[config.mk]
export PLATFORM = sky130hd
export DESIGN_NAME = prs_cell
export DESIGN_NICKNAME = d
export VERILOG_FILES = /design/src/hw/rtl/prs_pkg.sv /design/src/hw/rtl/prs_cell.sv
export SDC_FILE = /design/constraint.sdc
export NUM_CORES = 1
export LEC_CHECK = 0
export BUFFER_PORTS_ARGS = -buffer_cell sky130_fd_sc_hd__buf_2
export CORE_MARGIN = 2
export CORE_UTILIZATION = 31
export DETAILED_ROUTE_END_ITERATION = 10
export PLACE_DENSITY = 0.65
export SLEW_MARGIN = 30
export SYNTH_ARGS = -nofsm -noshare
export SYNTH_HDL_FRONTEND = slang
export SYNTH_SLANG_ARGS = --single-unit
[constraint.sdc]
create_clock -name clk -period 4.3 [get_ports clk]
set_input_delay 0.43 -clock clk [delete_from_list [all_inputs] [get_ports clk]]
set_output_delay 0.43 -clock clk [all_outputs]
set_load 0.02 [all_outputs]
[src/hw/rtl/prs_pkg.sv]
// Package with sizes, key types and link types of the phone record sorter.
package prs_pkg;

  localparam int MAX_RECORDS  = 64;
  localparam int AREA_CHARS   = 3;
  localparam int NUMBER_CHARS = 8;

  localparam int AREA_W   = 24;
  localparam int NUMBER_W = 64;
  localparam int CNT_W    = $clog2(MAX_RECORDS + 1);

  // Only the low character bytes take part in the key.
  localparam logic [AREA_W-1:0] AREA_MASK =
    {AREA_W{1'b1}} >> (AREA_W - 8 * AREA_CHARS);
  localparam logic [NUMBER_W-1:0] NUMBER_MASK =
    {NUMBER_W{1'b1}} >> (NUMBER_W - 8 * NUMBER_CHARS);

  // Compound key: area code in the upper bits, so one unsigned compare orders both.
  typedef struct packed {
    logic [AREA_W-1:0]   area;
    logic [NUMBER_W-1:0] number;
  } key_t;

  // What one cell shows its neighbors.
  typedef struct packed {
    logic valid;
    logic lt;
    key_t key;
  } link_t;

  // Chain-wide commands.
  typedef struct packed {
    logic insert;
    logic shift;
  } cell_ctrl_t;

endpackage

[src/hw/rtl/prs_cell.sv]
// One cell of the insertion-sort chain: holds one record and its valid bit.
module prs_cell (
  input  logic                clk,
  input  logic                rst_n,
  input  prs_pkg::cell_ctrl_t ctrl,
  input  prs_pkg::key_t       new_key,
  input  prs_pkg::link_t      prev,
  input  prs_pkg::link_t      next,
  output prs_pkg::link_t      link_o
);

  logic          valid_r;
  logic          valid_nxt;
  prs_pkg::key_t key_r;
  prs_pkg::key_t key_nxt;
  logic          lt;

  // The new record belongs at or before this cell when the cell is empty or larger.
  assign lt = !valid_r || (new_key < key_r);

  assign link_o = '{valid: valid_r, lt: lt, key: key_r};

  // Insert: the first cell that is larger takes the new record, the ones after it
  // move up by one. Shift: every cell takes its right neighbor for readout.
  always_comb begin
    valid_nxt = valid_r;
    key_nxt   = key_r;
    if (ctrl.shift) begin
      valid_nxt = next.valid;
      key_nxt   = next.key;
    end else if (ctrl.insert && lt) begin
      if (prev.lt) begin
        valid_nxt = prev.valid;
        key_nxt   = prev.key;
      end else begin
        valid_nxt = 1'b1;
        key_nxt   = new_key;
      end
    end
  end

  always_ff @(posedge clk) begin
    if (!rst_n) begin
      valid_r <= 1'b0;
    end else begin
      valid_r <= valid_nxt;
    end
    key_r <= key_nxt;
  end

endmodule

After elaboration in Yosys (flattened, before gate mapping)

Cells that the tools add are included.

Muxes and demuxes: 6
$lt $le $gt $ge: 1
Reductions and logical operators: 4

Operators by type and width:

| operator            | count |
|---|---|
| $mux W88            | 3 |
| $lt A88 B88 Y1      | 1 |
| $mux W1             | 3 |
| $reduce_bool A2 Y1  | 1 |
| $logic_and A1 B1 Y1 | 1 |
| $logic_not A1 Y1    | 1 |
| $logic_or A1 B1 Y1  | 1 |

Input port bits: 272
Register bits: 89

Longest topological paths before layout

Gate-level depths: netlist of the first run.

Word-level depth: 5
Depth in mapped cells: 10
Depth with buffers taken out: 9

Worst setup path before layout of the first run

No wires, ideal clock.

Path type: register -> register
Start point: register key_r, in the netlist link_o[21]
End point: register key_r, in the netlist link_o[0] (enable)
Cell stages (with the launch flop): 10
Required time: 3.847 ns
Path slack: -0.031 ns
Data arrival time: 3.878 ns
Cell sequence: edfxtp_1 -> inv_1 -> ha_1 -> a21o_1 -> a21o_1 -> a221oi_1 -> a21oi_1 -> nor3_1 -> o32a_1 -> o21a_1

Cells in the longest elaborated chain, start to end: 4

Ends and longest elaborated chain:

| item                                | RTL line       | text |
|---|---|---|
| start, declared                     | prs_cell.sv:14 | `prs_pkg::key_t key_r;` |
| start signal, assigned              | prs_cell.sv:48 | `key_r <= key_nxt;` |
| $lt A88 B88 Y1                      | prs_cell.sv:19 | `assign lt = !valid_r \|\| (new_key < key_r);` |
| $logic_or A1 B1 Y1                  | prs_cell.sv:19 |  |
| $logic_and A1 B1 Y1                 | prs_cell.sv:31 | `end else if (ctrl.insert && lt) begin` |
| $reduce_bool A2 Y1 (no source line) | n/a            |  |

No other way between the ends.
A chain may end at the register's enable or synchronous reset.

Final worst setup path of the first run

Start point: register key_r, in the netlist link_o[34]
End point: register key_r, in the netlist link_o[6] (enable)

The elaborated chain is that of the path after synthesis.

==> results of run 1 <==
==> routing by layer <==
metal  global-route usage  part of all wire
met5                    0           0.00072
met4               0.0491             0.012
met3               0.0358             0.074
met2                0.307              0.49
met1                0.216              0.42
==> per-stage QoR <==
| stage | total power [W] | area [um^2] | util |
|---|---|---|---|
| finish | 0.00276 | 9110 | 0.431 |
| global route | 0.00292 | 9110 | 0.431 |
| CTS | 0.00280 | 9110 | 0.431 |
| detailed placement | 0.00199 | 8820 | 0.417 |
| global placement | 0.00197 | 8820 | 0.417 |
| floorplan | 0.00163 | 6710 | - |
==> cell usage in the layout, fill, tap and decap left out, drive strengths merged, types with 2 or more instances in the layout <==
cell type  instances
a211oi             3
a21o               6
o21ai            103
nand2            115
clkbuf             9
clkinv             4
o21a               3
ha                87
nor2              12
buf              365
nand3              8
nor3               5
nand4             14
nor4               3
mux2i             88
o211ai             2
nand2b             3
or4                2
a221oi             4
a21oi             32
edfxtp            88
inv               93
==> worst max-delay path, delay by kind of cell, from the launching register on <==
family / cells / cell delay (ns)
adders and majority gates: 1 / 0.30
DFF: 1 / 0.35
buffers and inverters: 2 / 0.32
and+or+nand+nor: 3 / 0.86
AOI/OAI and AO/OA: 4 / 1.22
==> flip-flops by register name (all words and copies together) (netlist names) <==
name,count
link_o,88
valid_r,1
==> final cells by class <==
| cell class | instances | area, um^2 | share of cell area |
|---|---|---|---|
| multi-input cells | 501 | 3590 | 0.394 |
| flip-flops and latches | 89 | 2660 | 0.292 |
| repair buffers | 365 | 1880 | 0.206 |
| well taps | 275 | 344 | 0.0378 |
| inverters | 91 | 342 | 0.0375 |
| clock buffers | 9 | 225 | 0.0247 |
| clock inverters | 7 | 68.8 | 0.00755 |
| diodes | 1 | 2.50 | 0.000275 |
==> report_power, final <==
group	internal [W]	switching [W]
sequential	0.00107	0.0000473
combinational	0.000345	0.000492
clock	0.000451	0.000354
total	0.00187	0.000893
==> kinds of logic (layout without fill, tap and decap cells) <==
logic type      Yosys count  count (layout)  share of synthesized area
compound gates          161             161                      0.133
fa+ha+maj                87              87                      0.162
buf+inv                 123             472                     0.0701
flops                    89              89                      0.397
mux                      88              88                      0.131
other cells               0               1                          0
simple gates            165             165                      0.107
==> path summary, 6_finish.rpt <==
check / cells past startpoint / startpoint / endpoint / slack [ns]
setup / recovery: 10 / link_o[34]$_DFFE_PP_ / link_o[6]$_DFFE_PP_ / 1.00
hold / removal: 3 / next[50] / link_o[50]$_DFFE_PP_ / 0.36
setup reg to reg: 10 / link_o[34]$_DFFE_PP_ / link_o[6]$_DFFE_PP_ / 1.00
hold reg to reg: 2 / valid_r$_SDFFE_PN0P_ / valid_r$_SDFFE_PN0P_ / 0.53
==> metrics.cfg, run 1 <==
[setup_path]
worstSetupPathType = flop to flop
cp-start-kind = flop
end_kind = flop
crit_arrival_ns = 3.40
worst_path_max_delay_cell = or4_4
cp_cell_sequence = inv_1 > ha_1 > nand4_1 > or4_4 > a311o_1 > a41oi_2 > nor3_1 > o32a_1 > o21a_4 > buf_4
cpPeakStageDelay_ns = 0.60
crit_fanout = 39
critPathRequiredTime_ns = 4.40

[yosys]
synth_edf_count = 88
netlist_area_um2 = 6710
synthFlopType = edfxtp_1
synth_top_area_frac = 0.394
syn_area_per_cell_um2 = 9.41
synthCells = 713
ys_warn_count = 0
yosysMostFrequentCell = nand2_1
async_flop_share = 0
synth_commonest_cells = nand2_1 (115), o21ai_0 (102), inv_1 (91)
ys_top_cells_by_area = edfxtp_1 (39%), ha_1 (16%), mux2i_1 (13%)
synth-seq-cells = 89
yosys.area.top_type = edfxtp_1
synth_seq_area_share = 0.397
synth_cell_types = 38
syn-num-nets = 1072

[placement]
io_buffers = 360
place.gp.congestion = 0.832
dpl_worst_slack_ns = 0.753
dp_hpwl_um = 17200
dp_cells = 1321

[clock_tree]
cts_inserted_buffers = 9
h-tree-depth = 3
cts.sinks = 89
clk_latency_ns = 0.35
tritoncts = done
root_buffer = clkbuf_16
clk_path_buf_depth = 2
post_cts_buffers = 0
cts_resized = 0
cts.clk_slew.worst_paths_ns = 0.07
cts_hold_buf = 0

[route]
postRouteAntennaNets = 0
via_count = 6295
via_per_inst = 4.70
drc = 0
dr.first_iter.drc_count = 225
wire_per_inst_um = 15.6
detail_route.first_pass.iterations = 5
wl_um = 20900

[sta]
finClkSkew_ns = 0.0108
finalHoldViolCount = 0
period_needed_ns = 3.30
setup_viol = 0
hold_slack_ns = 0.361
slew_violations = 0
max_freq_ghz = 0.303
grt_setup_unrepaired = false
worst_slack_ns = 1.00
worst_slew_pin_slew_ns = 0.837
period_share = 0.767
relSlewSlack = 0.442
finalSetupTns_ns = 0

[cells_and_area]
fillers = 2118
drive_gt1_frac = 0.361
fin_nets = 1416
fin_cells = 1338
area_delta_synth_final_pct = 35.8

[global_route]
grt_use_total = 0.174
grt_max_degree = 93
first_global_vias = 5869
gr-total-overflow = 0
grt_pass1_wl_um = 30400
antenna_found_initial = 2

[flow_run]
drv_cap = 0

[floorplan]
initial_utilization = 0.317
rows = 53
pin_count = 362
core-area_um2 = 21200
fp.dieArea_um2 = 22800
die_x_um = 151
dieHeight_um = 151

[outcome]
status = completed

[pwr]
peakVddDrop_v = 0.000166
p_per_area_nw_per_um2 = 303
p_leak_nw = 4.73

[worst_hold_path]
hold_path.class = input port to flop

(Power assumes the default switching activity.)
==> inputs of run 2 (changes only) <==
ABC_AREA = 1   (was not set)
clock period = 3 ns   (was 4.3 ns; I/O delays follow)
==> metrics.cfg, run 2 <==
[floorplan]
dieHeight_um = 153  ; +0.97%
initial_utilization = 0.315  ; -0.00262
fp.dieArea_um2 = 23300  ; +1.9%
rows = 54  ; +1.9%
pin_count = 362  ; unchanged
die_x_um = 153  ; +0.97%
core-area_um2 = 21800  ; +2.8%

[yosys]
ys_top_cells_by_area = edfxtp_1 (39%), ha_1 (16%), a21oi_1 (15%)
synth_seq_area_share = 0.389  ; -0.00776
syn-num-nets = 1256  ; +17%
synth_edf_count = 88  ; unchanged
netlist_area_um2 = 6850  ; +2.0%
async_flop_share = 0  ; unchanged
syn_area_per_cell_um2 = 7.63  ; -19%
yosysMostFrequentCell = a21oi_1
synth_cell_types = 29  ; -24%
synth_commonest_cells = a21oi_1 (210), nand2_1 (198), inv_1 (116), nor2_1 (116), edfxtp_1 (88)
ys_warn_count = 0  ; unchanged
yosys.area.top_type = edfxtp_1
synth_top_area_frac = 0.386  ; -0.00770
synthFlopType = edfxtp_1
synth-seq-cells = 89  ; unchanged
synthCells = 897  ; +26%

[setup_path]
reg2reg_setup_slack_ns = 0.53  ; -0.47 ns
worstSetupPathType = flop to output port
crit_fanout = 3  ; -92%
worstRegToRegCells = 14  ; +4
crit_arrival_ns = 2.20  ; -1.20 ns
reg2reg_from = link_o[71]$_DFFE_PP_
reg2reg_to = link_o[36]$_DFFE_PP_
cp-start-kind = flop
end_kind = output port
critPathRequiredTime_ns = 2.70  ; -1.70 ns

[clock_tree]
cts_resized = 0  ; unchanged
root_buffer = clkbuf_16
cts_hold_buf = 0  ; unchanged
clk_latency_ns = 0.35  ; about the same
clk_path_buf_depth = 2  ; unchanged
cts.sinks = 89  ; unchanged
cts.clk_slew.worst_paths_ns = 0.06  ; about the same
tritoncts = done
post_cts_buffers = 0  ; unchanged
cts_inserted_buffers = 9  ; unchanged
h-tree-depth = 3  ; unchanged

[cells_and_area]
largest_reg_flops = 88  ; unchanged
area_delta_synth_final_pct = 35.2
final_common_cell = buf_2
final_cell_mix = buf_2 (358), a21oi_1 (210), nand2_1 (198)
drive_gt1_frac = 0.321  ; -0.0399
final_util = 0.425  ; -0.00542
fillers = 2274  ; +7.4%
fin_nets = 1595  ; +13%

[global_route]
first_global_vias = 6853  ; +17%
globalRouteMet3Util = 0.0444  ; +0.00853
top_usage_layer = met2
grt_use_total = 0.192  ; +0.0174
grt_pass1_wl_um = 35700  ; +18%
antenna_found_initial = 1  ; -1
gr-total-overflow = 0  ; unchanged
use_met2 = 0.334  ; +0.0272
grt_max_degree = 68  ; -27%
grtUsageMet1 = 0.237  ; +0.0206

[route]
dr.first_iter.drc_count = 420  ; +87%
via_count = 7177  ; +14%
postRouteAntennaNets = 0  ; unchanged
wire_per_inst_um = 15.0  ; -3.9%
detail_route.first_pass.iterations = 6  ; +1
drc = 0  ; unchanged
via_per_inst = 4.72  ; +0.23%
wl_um = 22800  ; +9.3%

[pwr]
p_per_area_nw_per_um2 = 434  ; +43%
p_leak_nw = 4.91  ; +4.0%
peakVddDrop_v = 0.000233  ; +41%

[placement]
io_buffers = 360  ; unchanged
place.gp.congestion = 0.865  ; +3.9%
dp_hpwl_um = 18000  ; +4.3%

[worst_hold_path]
hold_path.class = input port to flop
holdPathEnd = valid_r$_SDFFE_PN0P_
whs_path_depth = 3  ; unchanged
holdCritStartpoint = rst_n

[sta]
finClkSkew_ns = 0.0119  ; +0.00110 ns
grt_setup_unrepaired = false
relSlewSlack = 0.480  ; +0.0385
max_freq_ghz = 0.400
setup_viol = 0  ; unchanged
finalHoldViolCount = 0  ; unchanged
finalSetupTns_ns = 0  ; unchanged
period_share = 0.834
period_needed_ns = 2.50
slew_violations = 0  ; unchanged
worst_slew_pin_slew_ns = 0.779  ; -0.0577 ns

[flow_run]
drv_cap = 0  ; unchanged

[outcome]
status = completed

==> run 2: critical path: stages (launching register included) <==
cell and delay [ns]:
edfxtp_1 0.35, inv_1 0.05, ha_1 0.30, nand2_1 0.08
nor2_1 0.12, nand2_1 0.09, nor2_2 0.20, nand2_2 0.12
nor2_1 0.12, nand2_1 0.06, nand2_1 0.05, nor2_1 0.04
nand2_1 0.07, nand2_2 0.05, buf_2 0.16
==> run 2: power breakdown <==
part	switching [W]	internal (W)
Combinational	0.000741	0.000474
Clock	0.000491	0.000730
Sequential	0.0000591	0.00152
==> run 2: worst max path at each step <==
| stage | start | to | slack, ns | depth (start not counted) |
|---|---|---|---|---|
| floorplan | link_o[83]$_DFFE_PP_ | link_o[0]$_DFFE_PP_ | 0.45 | 15 |
| global placement | new_key[55] | link_o[85]$_DFFE_PP_ | 0.45 | 14 |
| detailed placement | new_key[71] | link_o[85]$_DFFE_PP_ | 0.43 | 14 |
| CTS | link_o[63]$_DFFE_PP_ | link_o[88] | 0.43 | 14 |
| global route | link_o[55]$_DFFE_PP_ | link_o[81]$_DFFE_PP_ | 0.24 | 14 |
| finish | link_o[71]$_DFFE_PP_ | link_o[88] | 0.50 | 14 |
==> run 2: cell type report <==
cell class | count | area [um^2] | area share
clock buffers | 11 | 233 | 0.0251
repair buffers | 368 | 1900 | 0.206
inverters | 119 | 449 | 0.0485
flip-flops and latches | 89 | 2660 | 0.288
diodes | 1 | 2.50 | 0.000270
well taps | 280 | 350 | 0.0379
multi-input cells | 649 | 3570 | 0.386
clock inverters | 5 | 80.1 | 0.00865
==> run 2: metal layers <==
| layer | up-vias | part of all wire |
|---|---|---|
| met5 | - | 0 |
| met1 | 3231 | 0.42 |
| met4 | 0 | 0.021 |
| met3 | 34 | 0.070 |
| li1 | 3644 | - |
| met2 | 268 | 0.49 |
==> run 2: cells by family after synthesis <==
| logic type | count (synthesis) | share of synthesized area |
|---|---|---|
| buffers and inverters | 159 | 0.0899 |
| AOI/OAI and AO/OA | 224 | 0.167 |
| and+or+nand+nor | 338 | 0.195 |
| DFF | 89 | 0.389 |
| adders and majority gates | 87 | 0.159 |
==> run 2: through the flow <==
step                      area [um^2]  total power, W  std cells  setup slack, ns  hold WS (ns)
after global placement           8940         0.00281       1505            0.454         0.558
final                            9260         0.00402       1522            0.497         0.218
after detailed placement         8940         0.00284       1505            0.427         0.562
after floorplan                  6850         0.00232        897            0.448         0.436
after global routing             9260         0.00427       1522            0.244         0.207
after CTS                        9250         0.00408       1521            0.433         0.191
